**src/hdl/assert_macros.svh**
```systemverilog
// Assertion macros shared by the crossing controller RTL
`ifndef ASSERT_MACROS_SVH
`define ASSERT_MACROS_SVH

// Implication checked at every rising clock edge outside reset
`define PCC_ASSERT_IMPL(label, clk, rst, ante, cons, msg) \
   label: assert property (@(posedge clk) disable iff (rst) (ante) |-> (cons)) \
      else $error(msg);

// Next-cycle implication checked outside reset
`define PCC_ASSERT_NEXT(label, clk, rst, ante, cons, msg) \
   label: assert property (@(posedge clk) disable iff (rst) (ante) |=> (cons)) \
      else $error(msg);

`endif

```
**src/hdl/pcc_pkg.sv**
```systemverilog
// Types, constants and lamp decoding for the crossing controller
package pcc_pkg;

   localparam int TIMER_BITS = 16;
   localparam int DUR_W      = 16;
   localparam int FLASH_W    = 4;
   localparam int CSR_IDX_W  = 3;
   localparam int CSR_DATA_W = 16;

   localparam logic [CSR_IDX_W-1:0] CSR_STARTUP    = 3'd0;
   localparam logic [CSR_IDX_W-1:0] CSR_YELLOW     = 3'd1;
   localparam logic [CSR_IDX_W-1:0] CSR_RED_HOLD   = 3'd2;
   localparam logic [CSR_IDX_W-1:0] CSR_WALK       = 3'd3;
   localparam logic [CSR_IDX_W-1:0] CSR_FLASH_HALF = 3'd4;
   localparam logic [CSR_IDX_W-1:0] CSR_FLASH_CNT  = 3'd5;
   localparam logic [CSR_IDX_W-1:0] CSR_COOLDOWN   = 3'd6;

   localparam logic [DUR_W-1:0]   RST_STARTUP    = 16'd5000;
   localparam logic [DUR_W-1:0]   RST_YELLOW     = 16'd3000;
   localparam logic [DUR_W-1:0]   RST_RED_HOLD   = 16'd2000;
   localparam logic [DUR_W-1:0]   RST_WALK       = 16'd4000;
   localparam logic [DUR_W-1:0]   RST_FLASH_HALF = 16'd500;
   localparam logic [FLASH_W-1:0] RST_FLASH_CNT  = 4'd8;
   localparam logic [DUR_W-1:0]   RST_COOLDOWN   = 16'd5000;

   localparam logic [32:0] TIMER_MAX = (33'd1 << TIMER_BITS) - 33'd1;

   typedef enum logic [8:0] {
      PH_STARTUP   = 9'b000000001,
      PH_TO_GREEN  = 9'b000000010,
      PH_GREEN     = 9'b000000100,
      PH_TO_RED    = 9'b000001000,
      PH_RED_HOLD  = 9'b000010000,
      PH_WALK      = 9'b000100000,
      PH_FLASH_ON  = 9'b001000000,
      PH_FLASH_OFF = 9'b010000000,
      PH_COOLDOWN  = 9'b100000000
   } phase_type;

   typedef struct packed {
      logic [DUR_W-1:0]   startup_ms;
      logic [DUR_W-1:0]   yellow_ms;
      logic [DUR_W-1:0]   red_hold_ms;
      logic [DUR_W-1:0]   walk_ms;
      logic [DUR_W-1:0]   flash_half_ms;
      logic [FLASH_W-1:0] flash_count;
      logic [DUR_W-1:0]   cooldown_ms;
   } cfg_type;

   typedef struct packed {
      logic road_red;
      logic road_yellow;
      logic road_green;
      logic walk_red;
      logic walk_green;
      logic button_led;
   } lamps_type;

   function automatic logic [TIMER_BITS-1:0] phase_len(input logic [DUR_W-1:0] dur);
      logic [32:0] v;
      v = 33'(dur);
      if (v == 33'd0) v = 33'd1;
      if (v > TIMER_MAX) v = TIMER_MAX;
      return v[TIMER_BITS-1:0];
   endfunction

   function automatic lamps_type phase_lamps(input phase_type ph, input logic button);
      lamps_type l;
      l = '0;
      l.button_led = button;
      case (ph)
         PH_STARTUP: begin
            l.road_red = 1'b1; l.walk_red = 1'b1;
         end
         PH_TO_GREEN: begin
            l.road_red = 1'b1; l.road_yellow = 1'b1; l.walk_red = 1'b1;
         end
         PH_TO_RED: begin
            l.road_yellow = 1'b1; l.walk_red = 1'b1;
         end
         PH_RED_HOLD: begin
            l.road_red = 1'b1; l.walk_red = 1'b1;
         end
         PH_WALK: begin
            l.road_red = 1'b1; l.walk_green = 1'b1;
         end
         PH_FLASH_ON: begin
            l.road_yellow = 1'b1; l.walk_green = 1'b1;
         end
         PH_FLASH_OFF: begin
            l.road_red = 1'b0;
         end
         default: begin
            l.road_green = 1'b1; l.walk_red = 1'b1;
         end
      endcase
      return l;
   endfunction

endpackage

```
**src/hdl/pedestrian_crossing_controller_core.sv**
```systemverilog
// Pelican crossing controller: top level
//
// One req_ beat per millisecond tick carries the sampled push button
// (req_button). For each beat one rsp_ beat returns the six lamp states
// shown during that tick: road red, yellow and green, crossing red and
// green, and button_led, which mirrors the button of that tick.
// An accepted beat's result is registered in the result register, or in
// the skid stage if that holds a stalled result. Throughput: one beat per
// cycle unless req_stall; phase, timer and request latch step per beat.
// req_stall rises only when both the result register and the skid stage
// hold beats; a stalled result holds on rsp_ and one more beat is taken
// into the skid stage meanwhile.
// The csr_ port writes the seven timing registers (index 0 start-up,
// 1 yellow, 2 red hold, 3 walk, 4 flash half period, 5 flash count,
// 6 cooldown); write them only while the block is idle.
// Synchronous reset restores the register defaults, empties the result
// path and starts in the start-up red phase with no request latched.
`include "assert_macros.svh"

module pedestrian_crossing_controller_core
   import pcc_pkg::*;
(
   input  logic                  clock,
   input  logic                  reset,
   input  logic                  req_valid,
   output logic                  req_stall,
   input  logic                  req_button,
   output logic                  rsp_valid,
   input  logic                  rsp_stall,
   output logic                  rsp_road_red,
   output logic                  rsp_road_yellow,
   output logic                  rsp_road_green,
   output logic                  rsp_walk_red,
   output logic                  rsp_walk_green,
   output logic                  rsp_button_led,
   input  logic                  csr_write_enable,
   input  logic [CSR_IDX_W-1:0]  csr_index,
   input  logic [CSR_DATA_W-1:0] csr_data
);

   cfg_type   cfg;
   lamps_type lamps;
   lamps_type rsp_lamps;
   logic      accept;
   logic      full;

   assign req_stall = full;
   assign accept    = req_valid & ~full;

   pcc_csr u_csr (
      .clock            (clock),
      .reset            (reset),
      .csr_write_enable (csr_write_enable),
      .csr_index        (csr_index),
      .csr_data         (csr_data),
      .cfg              (cfg)
   );

   pcc_seq u_seq (
      .clock  (clock),
      .reset  (reset),
      .accept (accept),
      .button (req_button),
      .cfg    (cfg),
      .lamps  (lamps)
   );

   pcc_out_buf u_out (
      .clock     (clock),
      .reset     (reset),
      .push      (accept),
      .push_data (lamps),
      .full      (full),
      .out_valid (rsp_valid),
      .out_stall (rsp_stall),
      .out_data  (rsp_lamps)
   );

   assign rsp_road_red    = rsp_lamps.road_red;
   assign rsp_road_yellow = rsp_lamps.road_yellow;
   assign rsp_road_green  = rsp_lamps.road_green;
   assign rsp_walk_red    = rsp_lamps.walk_red;
   assign rsp_walk_green  = rsp_lamps.walk_green;
   assign rsp_button_led  = rsp_lamps.button_led;

   `PCC_ASSERT_IMPL(a_stall_needs_result, clock, reset, req_stall, rsp_valid, "stall with empty result register")
   `PCC_ASSERT_NEXT(a_accept_gives_result, clock, reset, req_valid && !req_stall, rsp_valid, "accepted beat produced no result")
   `PCC_ASSERT_IMPL(a_no_conflict, clock, reset, rsp_valid, !(rsp_road_green && rsp_walk_green), "road green together with crossing green")

endmodule

```
**src/hdl/pcc_csr.sv**
```systemverilog
// Timing configuration registers of the crossing controller
module pcc_csr
   import pcc_pkg::*;
(
   input  logic                  clock,
   input  logic                  reset,
   input  logic                  csr_write_enable,
   input  logic [CSR_IDX_W-1:0]  csr_index,
   input  logic [CSR_DATA_W-1:0] csr_data,
   output cfg_type               cfg
);

   cfg_type cfg_ff;
   cfg_type cfg_in;

   always_comb begin
      cfg_in = cfg_ff;
      if (csr_write_enable) begin
         case (csr_index)
            CSR_STARTUP:    cfg_in.startup_ms    = csr_data[DUR_W-1:0];
            CSR_YELLOW:     cfg_in.yellow_ms     = csr_data[DUR_W-1:0];
            CSR_RED_HOLD:   cfg_in.red_hold_ms   = csr_data[DUR_W-1:0];
            CSR_WALK:       cfg_in.walk_ms       = csr_data[DUR_W-1:0];
            CSR_FLASH_HALF: cfg_in.flash_half_ms = csr_data[DUR_W-1:0];
            CSR_FLASH_CNT:  cfg_in.flash_count   = csr_data[FLASH_W-1:0];
            CSR_COOLDOWN:   cfg_in.cooldown_ms   = csr_data[DUR_W-1:0];
            default:        cfg_in = cfg_ff;
         endcase
      end
   end

   always_ff @(posedge clock) begin
      if (reset) begin
         cfg_ff.startup_ms    <= RST_STARTUP;
         cfg_ff.yellow_ms     <= RST_YELLOW;
         cfg_ff.red_hold_ms   <= RST_RED_HOLD;
         cfg_ff.walk_ms       <= RST_WALK;
         cfg_ff.flash_half_ms <= RST_FLASH_HALF;
         cfg_ff.flash_count   <= RST_FLASH_CNT;
         cfg_ff.cooldown_ms   <= RST_COOLDOWN;
      end else begin
         cfg_ff <= cfg_in;
      end
   end

   assign cfg = cfg_ff;

endmodule

```
**src/hdl/pcc_seq.sv**
```systemverilog
// Phase sequencer: phase, phase timer, flash counter and request latch
module pcc_seq
   import pcc_pkg::*;
(
   input  logic      clock,
   input  logic      reset,
   input  logic      accept,
   input  logic      button,
   input  cfg_type   cfg,
   output lamps_type lamps
);

   phase_type             phase_ff, phase_in;
   logic [TIMER_BITS-1:0] timer_ff, timer_in;
   logic [FLASH_W-1:0]    flashes_ff, flashes_in;
   logic                  request_ff, request_in;

   logic                  pending;
   logic                  timed;
   logic [DUR_W-1:0]      dur;
   logic [TIMER_BITS-1:0] len;
   logic [TIMER_BITS-1:0] timer_inc;
   logic [FLASH_W-1:0]    flashes_dec;

   assign pending     = request_ff | button;
   assign timer_inc   = timer_ff + 1'b1;
   assign flashes_dec = flashes_ff - 1'b1;
   assign len         = phase_len(dur);
   assign lamps       = phase_lamps(phase_ff, button);

   always_comb begin
      timed = 1'b1;
      dur   = '0;
      case (phase_ff)
         PH_STARTUP:   dur = cfg.startup_ms;
         PH_TO_GREEN:  dur = cfg.yellow_ms;
         PH_TO_RED:    dur = cfg.yellow_ms;
         PH_RED_HOLD:  dur = cfg.red_hold_ms;
         PH_WALK:      dur = cfg.walk_ms;
         PH_FLASH_ON:  dur = cfg.flash_half_ms;
         PH_FLASH_OFF: dur = cfg.flash_half_ms;
         PH_COOLDOWN:  dur = cfg.cooldown_ms;
         default:      timed = 1'b0;
      endcase
   end

   always_comb begin
      phase_in   = phase_ff;
      timer_in   = timer_ff;
      flashes_in = flashes_ff;
      request_in = pending;
      if (!timed) begin
         phase_in = PH_GREEN;
         if (pending) begin
            phase_in = PH_TO_RED;
            timer_in = '0;
         end
      end else if (timer_inc < len) begin
         timer_in = timer_inc;
      end else begin
         timer_in = '0;
         case (phase_ff)
            PH_STARTUP:  phase_in = PH_TO_GREEN;
            PH_TO_GREEN: phase_in = PH_GREEN;
            PH_TO_RED:   phase_in = PH_RED_HOLD;
            PH_RED_HOLD: phase_in = PH_WALK;
            PH_WALK: begin
               flashes_in = cfg.flash_count;
               if (cfg.flash_count == '0) begin
                  phase_in   = PH_COOLDOWN;
                  request_in = 1'b0;
               end else begin
                  phase_in = PH_FLASH_ON;
               end
            end
            PH_FLASH_ON: phase_in = PH_FLASH_OFF;
            PH_FLASH_OFF: begin
               flashes_in = flashes_dec;
               if (flashes_dec == '0) begin
                  phase_in   = PH_COOLDOWN;
                  request_in = 1'b0;
               end else begin
                  phase_in = PH_FLASH_ON;
               end
            end
            default: phase_in = PH_GREEN;
         endcase
      end
   end

   always_ff @(posedge clock) begin
      if (reset) begin
         phase_ff   <= PH_STARTUP;
         timer_ff   <= '0;
         flashes_ff <= '0;
         request_ff <= 1'b0;
      end else if (accept) begin
         phase_ff   <= phase_in;
         timer_ff   <= timer_in;
         flashes_ff <= flashes_in;
         request_ff <= request_in;
      end
   end

endmodule

```
**src/hdl/pcc_out_buf.sv**
```systemverilog
// Result register with a skid stage on the lamp channel
module pcc_out_buf
   import pcc_pkg::*;
(
   input  logic      clock,
   input  logic      reset,
   input  logic      push,
   input  lamps_type push_data,
   output logic      full,
   output logic      out_valid,
   input  logic      out_stall,
   output lamps_type out_data
);

   logic      main_valid_ff, main_valid_in;
   logic      skid_valid_ff, skid_valid_in;
   lamps_type main_ff, main_in;
   lamps_type skid_ff, skid_in;
   logic      take;

   assign take = main_valid_ff & ~out_stall;

   always_comb begin
      main_valid_in = main_valid_ff;
      skid_valid_in = skid_valid_ff;
      main_in       = main_ff;
      skid_in       = skid_ff;
      if (skid_valid_ff) begin
         if (take) begin
            main_in       = skid_ff;
            skid_valid_in = 1'b0;
         end
      end else if (push) begin
         if (main_valid_ff && !take) begin
            skid_in       = push_data;
            skid_valid_in = 1'b1;
         end else begin
            main_in       = push_data;
            main_valid_in = 1'b1;
         end
      end else if (take) begin
         main_valid_in = 1'b0;
      end
   end

   always_ff @(posedge clock) begin
      if (reset) begin
         main_valid_ff <= 1'b0;
         skid_valid_ff <= 1'b0;
      end else begin
         main_valid_ff <= main_valid_in;
         skid_valid_ff <= skid_valid_in;
      end
      main_ff <= main_in;
      skid_ff <= skid_in;
   end

   assign full      = skid_valid_ff;
   assign out_valid = main_valid_ff;
   assign out_data  = main_ff;

endmodule

```
**config.mk**
```make
export PLATFORM = sky130hd
export DESIGN_NAME = pedestrian_crossing_controller_core
export DESIGN_NICKNAME = d
export VERILOG_FILES = /design/src/hdl/pcc_pkg.sv /design/src/hdl/pedestrian_crossing_controller_core.sv /design/src/hdl/pcc_csr.sv /design/src/hdl/pcc_seq.sv /design/src/hdl/pcc_out_buf.sv
export VERILOG_INCLUDE_DIRS = /design/src /design/src/hdl
export SDC_FILE = /design/constraint.sdc
export NUM_CORES = 1
export LEC_CHECK = 0
export BUFFER_PORTS_ARGS = -buffer_cell sky130_fd_sc_hd__buf_2
export CORE_MARGIN = 2
export CORE_UTILIZATION = 37
export DETAILED_ROUTE_END_ITERATION = 6
export PLACE_DENSITY = 0.61
export SKIP_CTS_REPAIR_TIMING = 1
export SLEW_MARGIN = 20
export SYNTH_ARGS = -nofsm -noshare
export SYNTH_HDL_FRONTEND = slang
export SYNTH_HIERARCHICAL = 1
export SYNTH_SLANG_ARGS = --single-unit
```
**constraint.sdc**
```tcl
create_clock -name clock -period 3.8 [get_ports clock]
set_clock_uncertainty 0.05 [all_clocks]
set_input_delay 0.38 -clock clock [delete_from_list [all_inputs] [get_ports clock]]
set_output_delay 0.38 -clock clock [all_outputs]
set_load 0.05 [all_outputs]
```
== Word level (Yosys, flattened, before mapping) ==
Index checks and enable logic that the tools add are counted.
Cells by class
  bitwise logic cells: 6
  reduce and logical (&&, ||, !) cells: 31
  $lt $le $gt $ge: 2
  equal/unequal tests: 18
  shift operators: 0
  muxes and demuxes: 35
  add/subtract/negate cells: 2
  multipliers: 0
  divide/modulo/power cells: 0
Operators by type and width (count)
  16-bit case mux with 6 select lines: 1
  16-bit 2-to-1 mux: 5
  9-bit case mux with 6 select lines: 1
  9-bit 2-to-1 mux: 4
  6-bit 2-to-1 mux: 4
  2-bit AND reduction: 9
  1-bit 2-to-1 mux: 17
  16-bit by 1-bit adder with 16-bit output (second input constant): 1
  16-bit > comparator (second input constant): 1
  16-bit logical NOT: 1
  16-bit less-than comparator: 1
  3-bit == test (second input constant): 3
  9-bit by 1-bit == test with 1-bit output (second input constant): 1
  9-bit by 2-bit == test with 1-bit output (second input constant): 1
  9-bit by 4-bit == test with 1-bit output (second input constant): 1
  9-bit by 5-bit == test with 1-bit output (second input constant): 1
  9-bit by 6-bit == test with 1-bit output (second input constant): 1
  9-bit by 7-bit == test with 1-bit output (second input constant): 1
  9-bit by 8-bit == test with 1-bit output (second input constant): 1
  9-bit == test (second input constant): 1
  3-bit AND reduction: 3
  4-bit logical NOT: 2
  4-bit case mux with 2 select lines: 1
  2-bit nonzero test: 4
  other kinds (19): 28
Storage, ports and cells
  word-level logic and storage cells: 119
  register bits: 144
  bits in read-only memories: 0
  bits in latches: 0
  bits in writable memories: 0
  input port bits: 25
  memories kept: 0

== Logic depth before layout (Yosys ltp) ==
Gate-level depths: netlist of the first run.
  word-level depth: 10
  depth in mapped cells: 17

== Cells and area by module ==
Netlist of the first run, hierarchy kept.
Modules (own cells, without submodules)
  pcc_csr: cells each 365, instances 1, area each 3931.3 µm², sequential area each 2001.9 µm²
  pcc_seq: cells each 387, instances 1, area each 2924.1 µm², sequential area each 600.6 µm²
  pcc_out_buf: cells each 31, instances 1, area each 564.3 µm², sequential area each 400.4 µm²
  pedestrian_crossing_controller_core: cells each 1, instances 1, area each 13.8 µm², sequential area each 0.0 µm²

== Least setup slack after synthesis of the first run ==
OpenSTA, ideal clock, no wires.
  path type: register -> register
  start point: register u_seq.phase_ff[5]
  end point: register u_seq.phase_ff[1]
  cell stages (with the launch flop): 18
  slack: 0.447 ns
  arrival: 3.187 ns
  period minus slack after synthesis: 3.353 ns
  cells stage by stage: dfxtp_1 -> buf_2 -> nor4_1 -> and3_1 -> buf_2 -> buf_6 -> a22oi_1 -> and3_1 -> ha_1 -> a21oi_1 -> nor2_1 -> a211oi_1 -> o21a_1 -> inv_1 -> o221ai_1 -> o21a_2 -> nor3_1 -> a22o_1
On the way
  word-level cells in the longest chain between the ends: 10
  elaborated cells on any way between the ends: 23
  classes of those cells: 2 x order compare; 9 x eq/ne; 7 x mux; 5 x reduce/logical
RTL lines
  from (decl): RTL line pcc_seq.sv:13  | phase_type phase_ff, phase_in;
  from (signal assigned): RTL line pcc_seq.sv:98  | phase_ff <= phase_in;
  9-bit by 7-bit == test with 1-bit output, or another cell as far along: RTL line pcc_seq.sv:34, pcc_seq.sv:62
  2-bit OR reduction (no source line)
  16-bit case mux with 6 select lines: RTL line pcc_seq.sv:34  | case (phase_ff)
  16-bit logical NOT: RTL line pcc_pkg.sv:62  | if (v == 33'd0) v = 33'd1;
  16-bit 2-to-1 mux: RTL line pcc_pkg.sv:62
  16-bit > comparator: RTL line pcc_pkg.sv:63  | if (v > TIMER_MAX) v = TIMER_MAX;
  16-bit 2-to-1 mux: RTL line pcc_pkg.sv:63
  16-bit less-than comparator: RTL line pcc_seq.sv:58  | end else if (timer_inc < len) begin
  2-bit != test (no source line)
  2-bit AND reduction (no source line)
Parallel ways exist; a longest one is shown, timed or not. The select of a mux whose other input is x is not followed.
A chain may end at the register's enable or synchronous reset.

== Worst setup path after layout of the first run ==
Ends and elaborated chain as after synthesis.

==> results of run 1 <==
## layer usage
metal | vias up | track usage [%] | wire length, µm
met1 | 2820 | 24.01 | 9024
met3 | 13 | 4.138 | 666
li1 | 2930 | - | -
met4 | 0 | 4.069 | 218
met5 | - | 0 | 0
met2 | 82 | 30.83 | 9180
## registers in the layout, indices dropped and copies added, names as in the netlist
signal / cells
u_seq/request_ff: 1
u_seq/timer_ff: 16
u_out/full: 1
u_out/out_data: 6
u_seq/phase_ff: 9
u_out/skid_ff: 6
u_csr/cfg: 100
u_seq/flashes_ff: 4
u_out/out_valid: 1
## placed cells by master, fill, tap and decap left out, drive strengths merged, types with 6 or more instances in the layout
| cell | instances |
|---|---|
| dfxtp | 132 |
| mux2i | 100 |
| nand2b | 94 |
| buf | 92 |
| nor2 | 79 |
| nand2 | 36 |
| a21oi | 26 |
| nand3 | 23 |
| a22oi | 18 |
| ha | 18 |
| o21ai | 18 |
| clkbuf | 17 |
| inv | 16 |
| a22o | 13 |
| edfxtp | 12 |
| and3 | 12 |
| a21o | 10 |
| o22ai | 9 |
| o2bb2ai | 9 |
| a32oi | 8 |
| nor3 | 8 |
| a211oi | 8 |
| nor2b | 7 |
| mux2 | 6 |
| xnor2 | 6 |
| nor4 | 6 |
## worst max-delay path by stage
stage	endpoint	slack (ns)	depth (start not counted)
after floorplan	u_seq/phase_ff[1]	0.45	17
after global placement	u_seq/flashes_ff[2]	0.15	16
after detailed placement	u_seq/flashes_ff[1]	0.09	15
after CTS	u_seq/flashes_ff[1]	0.07	15
after global routing	u_seq/phase_ff[1]	-0.01	16
final	u_seq/phase_ff[1]	0.13	16
## cell type report
class	count	area, µm²	area share (%)
clock inverters	15	146.4	1.675
flip-flops and latches	144	3004	34.38
repair buffers	92	650.6	7.446
inverters	9	33.78	0.3866
well taps	265	331.6	3.794
clock buffers	17	425.4	4.868
multi-input cells	576	4146	47.45
## kinds of logic (layout without fill, tap and decap cells)
logic type | after synthesis | in the layout
muxes | 106 | 106
xor gates and xnor gates | 10 | 10
AOI/OAI and AO/OA | 141 | 141
and+or+nand+nor | 301 | 301
adders and majority gates | 18 | 18
buffers and inverters | 64 | 133
DFF | 144 | 144
## critical path: stages (launching register included)
cell and delay (ns):
dfxtp_1 0.49, nor2b_1 0.16, buf_4 0.19, a22oi_1 0.21
o22ai_1 0.12, a211oi_1 0.61, ha_1 0.37, nand4_1 0.13
buf_4 0.12, a21oi_1 0.03, o21ai_0 0.16, nand2_1 0.10
nor2_1 0.22, o21a_2 0.23, nor3_1 0.05, buf_4 0.14
a22o_1 0.18
## stage by stage
| stage | total power, mW | cells | TNS (ns) |
|---|---|---|---|
| floorplan | 2.851 | 784 | 0 |
| global placement | 3.589 | 1086 | 0 |
| detailed placement | 3.609 | 1086 | 0 |
| CTS | 5.252 | 1118 | 0 |
| global route | 5.532 | 1118 | -0.02038 |
| finish | 5.267 | 1118 | 0 |
## where the power goes
part / switching [mW] / leakage, nW / total, mW / internal [mW]
sequential: 0.0759 / 1.18 / 1.70 / 1.63
combinational: 1.10 / 2.36 / 1.93 / 0.831
clock: 0.715 / 0.281 / 1.64 / 0.922
==> impl_metrics.json, run 1 <==
{
  "status": "finished, final reports clean",
  "routed_wl_mm": 19.09,
  "ir_drop_v": 0.0004014,
  "maxCapViolations": 0,
  "synthCells": 784,
  "slew_violations": 0,
  "dp_hpwl_mm": 13.83,
  "rows": 51,
  "async_flop_share_pct": 0,
  "synth_edf_count": 12,
  "crit_arrival_ns": 3.94,
  "cts.clk_slew.worst_paths_ns": 0.07,
  "synth_top_cell_by_area": "dfxtp_1",
  "synth_xor_area_share_pct": 1.279,
  "synthTopCellsByCount": "dfxtp_1, mux2i_1, nand2b_1, nor2_1, nand2_1",
  "yosysMostFrequentCell": "dfxtp_1",
  "cts_sinks": 144,
  "critPathKind": "flop to flop",
  "r2r_start": "u_seq/phase_ff[5]",
  "vias_per_cell": 5.228,
  "fmax_mhz": 272.2,
  "boundaryPins": 33,
  "end_kind": "flop",
  "gp_congestion": 0.8691,
  "postPlaceCellArea_um2": 8132,
  "syn_nets": 827,
  "antenna_found_initial": 0,
  "pre_cts_slack_ns": 0.08638,
  "grt_pass1_wl_mm": 31.05,
  "rsz0062_at_grt": "true",
  "die_y_um": 145.7,
  "crit_required_ns": 4.07,
  "final_nets": 883,
  "final_util_pct": 44.61,
  "synth.avg_cell_area_um2": 9.481,
  "first_pass_iters": 5,
  "synth_mux_area_share_pct": 14.68,
  "grt_usage_pct": 18.32,
  "worst-r2r-setup-slack_ns": 0.13,
  "max_slew_margin_pct": 37.26,
  "fillCellCount": 1892,
  "synth_seq_cells": 144,
  "cts_made_buffers": 17,
  "routedWlPerCell_um": 17.08,
  "drc": 0,
  "clkLatencyLatePin_ns": 0.43,
  "power.density_nw_per_um2": 602.8,
  "drive_gt1_share_pct": 18.52,
  "finalSetupViolCount": 0,
  "setup_ws_ns": 0.1262,
  "n_antenna_cell": 0,
  "core_um2": 19590,
  "yosys.area_share.simple_pct": 22.29,
  "holdWs_ns": 0.1398,
  "reg2reg_depth": 16,
  "dieArea_um2": 21240,
  "cts_tree": "built",
  "period_needed_ns": 3.674,
  "yosysTopAreaCellShare_pct": 35.55,
  "worst-path-max-fanout": 10,
  "holdPathEnd": "u_out/skid_ff[0]",
  "synth.distinct_cells": 72,
  "final_area_um2": 8738,
  "reg2reg_to": "u_seq/phase_ff[1]",
  "startpoint": "u_seq/phase_ff[5]",
  "startpoint_type": "flop",
  "die_w_um": 145.7,
  "holdPathStages": 1,
  "initial_core_util_pct": 37.94,
  "seq_area_frac_synth_pct": 40.40,
  "io_buffer_count": 32,
  "p_leak_nw": 3.816,
  "route.vias.total": 5845,
  "area_growth_pct": 17.56,
  "synthAdderAreaFrac_pct": 3.030,
  "finalCritPeriodShare_pct": 96.68,
  "tightest_slew_ns": 0.9280,
  "finalHoldViolations": 0,
  "cts-root-buf": "clkbuf_16",
  "grt_max_degree": 69,
  "min_from": "req_button",
  "synth_area_leaders": "dfxtp_1, mux2i_1, nand2b_1",
  "syn_area_um2": 7433,
  "synth_compound_area_share_pct": 13.85,
  "cts.htree.levels": 4,
  "yosysWarnings": 6,
  "synth_top_family_by_area": "simple AND/OR/NAND/NOR gates",
  "clockBufferDepth": 2,
  "drtIter0Drc": 389,
  "ant_nets": 0,
  "grt_overflow": 0,
  "grt_pass1_vias": 5738,
  "synthFlopType": "dfxtp_1",
  "hp-class": "primary input to flop"
}
(Power assumes the default switching activity.)
==> run 2: changes to the inputs <==
- MAX_ROUTING_LAYER: not set -> met4
- SYNTH_HIERARCHICAL: 1 -> not set
==> run 2 against run 1 <==
Utilization up 0.070 points; critical path type unchanged; area after synthesis about the same; via count up 13%; sequential share of layout area about the same; clock power about the same; worst hold slack better by 0.010 ns; non-clock buffer count down 9; total power down 28%; combinational power down 73%; wire length up 9.5%; largest power group is now the clock network; first-iteration DRC count up 15%; final area up 0.16%.
==> impl_metrics.json, run 2 <==
{
  "worst-path-max-fanout": 11,
  "synthCells": 893,
  "fmax_mhz": 280.1,
  "synth_edf_count": 12,
  "path_cells": "buf_4 -> nor3_4 -> nand3b_1 -> buf_4 -> o2bb2ai_2 -> nor2b_1 -> ha_1 -> a211oi_1 -> o21ai_0 -> a21o_1 -> nor4_2 -> nand4_2 -> o211ai_4 -> nand2_4 -> mux2_4",
  "critPathKind": "flop to flop",
  "cp_slowest_stage_delay_ns": 0.37,
  "power.density_nw_per_um2": 434.4,
  "p_total_mw": 3.802,
  "antenna_found_initial": 0,
  "initial_core_util_pct": 37.91,
  "crit_path_top_delay_cell": "dfxtp_2",
  "cts.htree.levels": 4,
  "drive_gt1_share_pct": 17.18,
  "status": "finished, final reports clean",
  "hp-class": "primary input to flop",
  "boundaryPins": 33,
  "finalSetupViolCount": 0,
  "slew_violations": 0,
  "synthTopCellsByCount": "nand2_1, dfxtp_1, a21oi_1, nor2_1, nand3b_1",
  "die_y_um": 145.7,
  "grt_max_degree": 64,
  "dieArea_um2": 21220,
  "layout_common_cells": "nand2_1, dfxtp_1, a21oi_1",
  "holdWs_ns": 0.1503,
  "area_growth_pct": 17.84,
  "drc": 0,
  "cts.clk_slew.worst_paths_ns": 0.06,
  "syn_area_um2": 7427,
  "drtIter0Drc": 447,
  "first_pass_iters": 5,
  "ant_nets": 0,
  "core_um2": 19590,
  "routedWlPerCell_um": 17.22,
  "final_common_cell": "nand2_1",
  "synth.avg_cell_area_um2": 8.317,
  "cts_made_buffers": 17,
  "routed_wl_mm": 20.90,
  "fillCellCount": 1971,
  "cts_tree": "built",
  "io_buffer_count": 32,
  "synth.distinct_cells": 74,
  "grt_pass1_vias": 6261,
  "yosysTopAreaCellShare_pct": 35.58,
  "holdPathStages": 1,
  "final_nets": 979,
  "yosysWarnings": 0,
  "syn_nets": 936,
  "yosysMostFrequentCell": "nand2_1",
  "maxCapViolations": 0,
  "crit_arrival_ns": 3.84,
  "max_slew_margin_pct": 46.09,
  "synthFlopType": "dfxtp_1",
  "n_antenna_cell": 0,
  "async_flop_share_pct": 0,
  "pre_cts_slack_ns": 0.006744,
  "setup_ws_ns": 0.2296,
  "cts-root-buf": "clkbuf_16",
  "grt_usage_pct": 20.49,
  "startpoint_type": "flop",
  "clockBufferDepth": 2,
  "crit_required_ns": 4.07,
  "clkLatencyLatePin_ns": 0.44,
  "synth_area_leaders": "dfxtp_1, nand2_1, a21oi_1",
  "tightest_slew_ns": 0.8086,
  "holdPathEnd": "u_out.skid_ff[0]",
  "min_from": "req_button",
  "cp_top_family": "simple AND/OR/NAND/NOR gates",
  "cp_common_cell": "buf_4",
  "route.vias.total": 6576,
  "p_leak_nw": 3.343,
  "regArea_um2": 3008,
  "worst-r2r-setup-slack_ns": 0.23,
  "period_needed_ns": 3.570,
  "cts_sinks": 144,
  "end_kind": "flop",
  "synth_seq_cells": 144,
  "gp_congestion": 0.8913,
  "synth_top_cell_by_area": "dfxtp_1",
  "final_util_pct": 44.68,
  "final_area_um2": 8752,
  "largest_reg_flops": 100,
  "dp_hpwl_mm": 14.66,
  "r2r_start": "u_seq.phase_ff[8]",
  "grt_pass1_wl_mm": 33.87,
  "postPlaceCellArea_um2": 8038,
  "vias_per_cell": 5.417,
  "rows": 51,
  "reg2reg_depth": 15,
  "finalHoldViolations": 0,
  "seq_area_frac_synth_pct": 40.43,
  "die_w_um": 145.7,
  "finalCritPeriodShare_pct": 93.96,
  "multi_input_area_um2": 4161,
  "grt_overflow": 0,
  "ir_drop_v": 0.0003415,
  "crit_buf_inv": 2,
  "reg2reg_to": "u_seq.phase_ff[7]"
}
run 2: cell count changes in the layout (fill, tap and decap cells not counted), moves of 9 or more:
cell	change
inv_1	+11
a21oi_1	+59
nand2_1	+186
buf_4	-12
nor2b_1	+9
nand3b_1	+39
nor4bb_1	+17
nand2b_1	-86
a22oi_1	-15
a32o_1	+11
mux2i_1	-96
a22o_1	-13
nor2_1	-34
run 2: area by class of cell:
cell class	count	share of cell area, %
timing repair buffer	83	6.891
clock inverter	10	1.129
inverter	17	0.7291
tap	265	3.788
multi-input combinational	673	47.55
clock buffer	22	5.547
sequential	144	34.37
run 2: worst max-delay path by stage:
stage | start | cells past startpoint | end
after floorplan | u_seq.phase_ff[5] | 16 | u_seq.phase_ff[4]
after global placement | u_seq.phase_ff[8] | 14 | u_seq.phase_ff[4]
after detailed placement | u_seq.phase_ff[8] | 14 | u_seq.phase_ff[7]
after CTS | u_seq.phase_ff[5] | 14 | u_seq.phase_ff[7]
after global routing | u_seq.timer_ff[1] | 16 | u_seq.timer_ff[12]
final | u_seq.phase_ff[8] | 15 | u_seq.phase_ff[7]
run 2: cells by family (layout without fill, tap and decap cells):
family	Yosys count	in the layout	synth area share, %
buffers and inverters	76	132	4.548
DFF	144	144	40.43
xor gates and xnor gates	17	17	2.005
and+or+nand+nor	429	429	29.94
muxes	10	10	1.550
AOI/OAI and AO/OA	199	199	18.50
adders and majority gates	18	18	3.032
run 2: report_power, final:
part / leakage, nW / switching [mW] / internal, mW
sequential: 1.18 / 0.0316 / 1.58
clock: 0.283 / 0.685 / 0.980
combinational: 1.88 / 0.332 / 0.194
total: 3.34 / 1.05 / 2.75
run 2: routing by layer:
layer	global-route usage, %	up-vias	routed length [µm]
li1	-	3269	-
met1	27.64	3101	9899
met2	31.67	178	9656
met3	3.417	28	1059
met4	5.931	0	289
met5	-	-	0
run 2: stage by stage:
| stage | TNS (ns) | cells |
|---|---|---|
| 2_1_floorplan | 0 | 893 |
| 3_3_place_gp | -0.002608 | 1175 |
| 3_5_place_dp | 0 | 1175 |
| 4_1_cts | -0.005782 | 1207 |
| 5_1_grt | -0.07223 | 1214 |
| 6_report | 0 | 1214 |
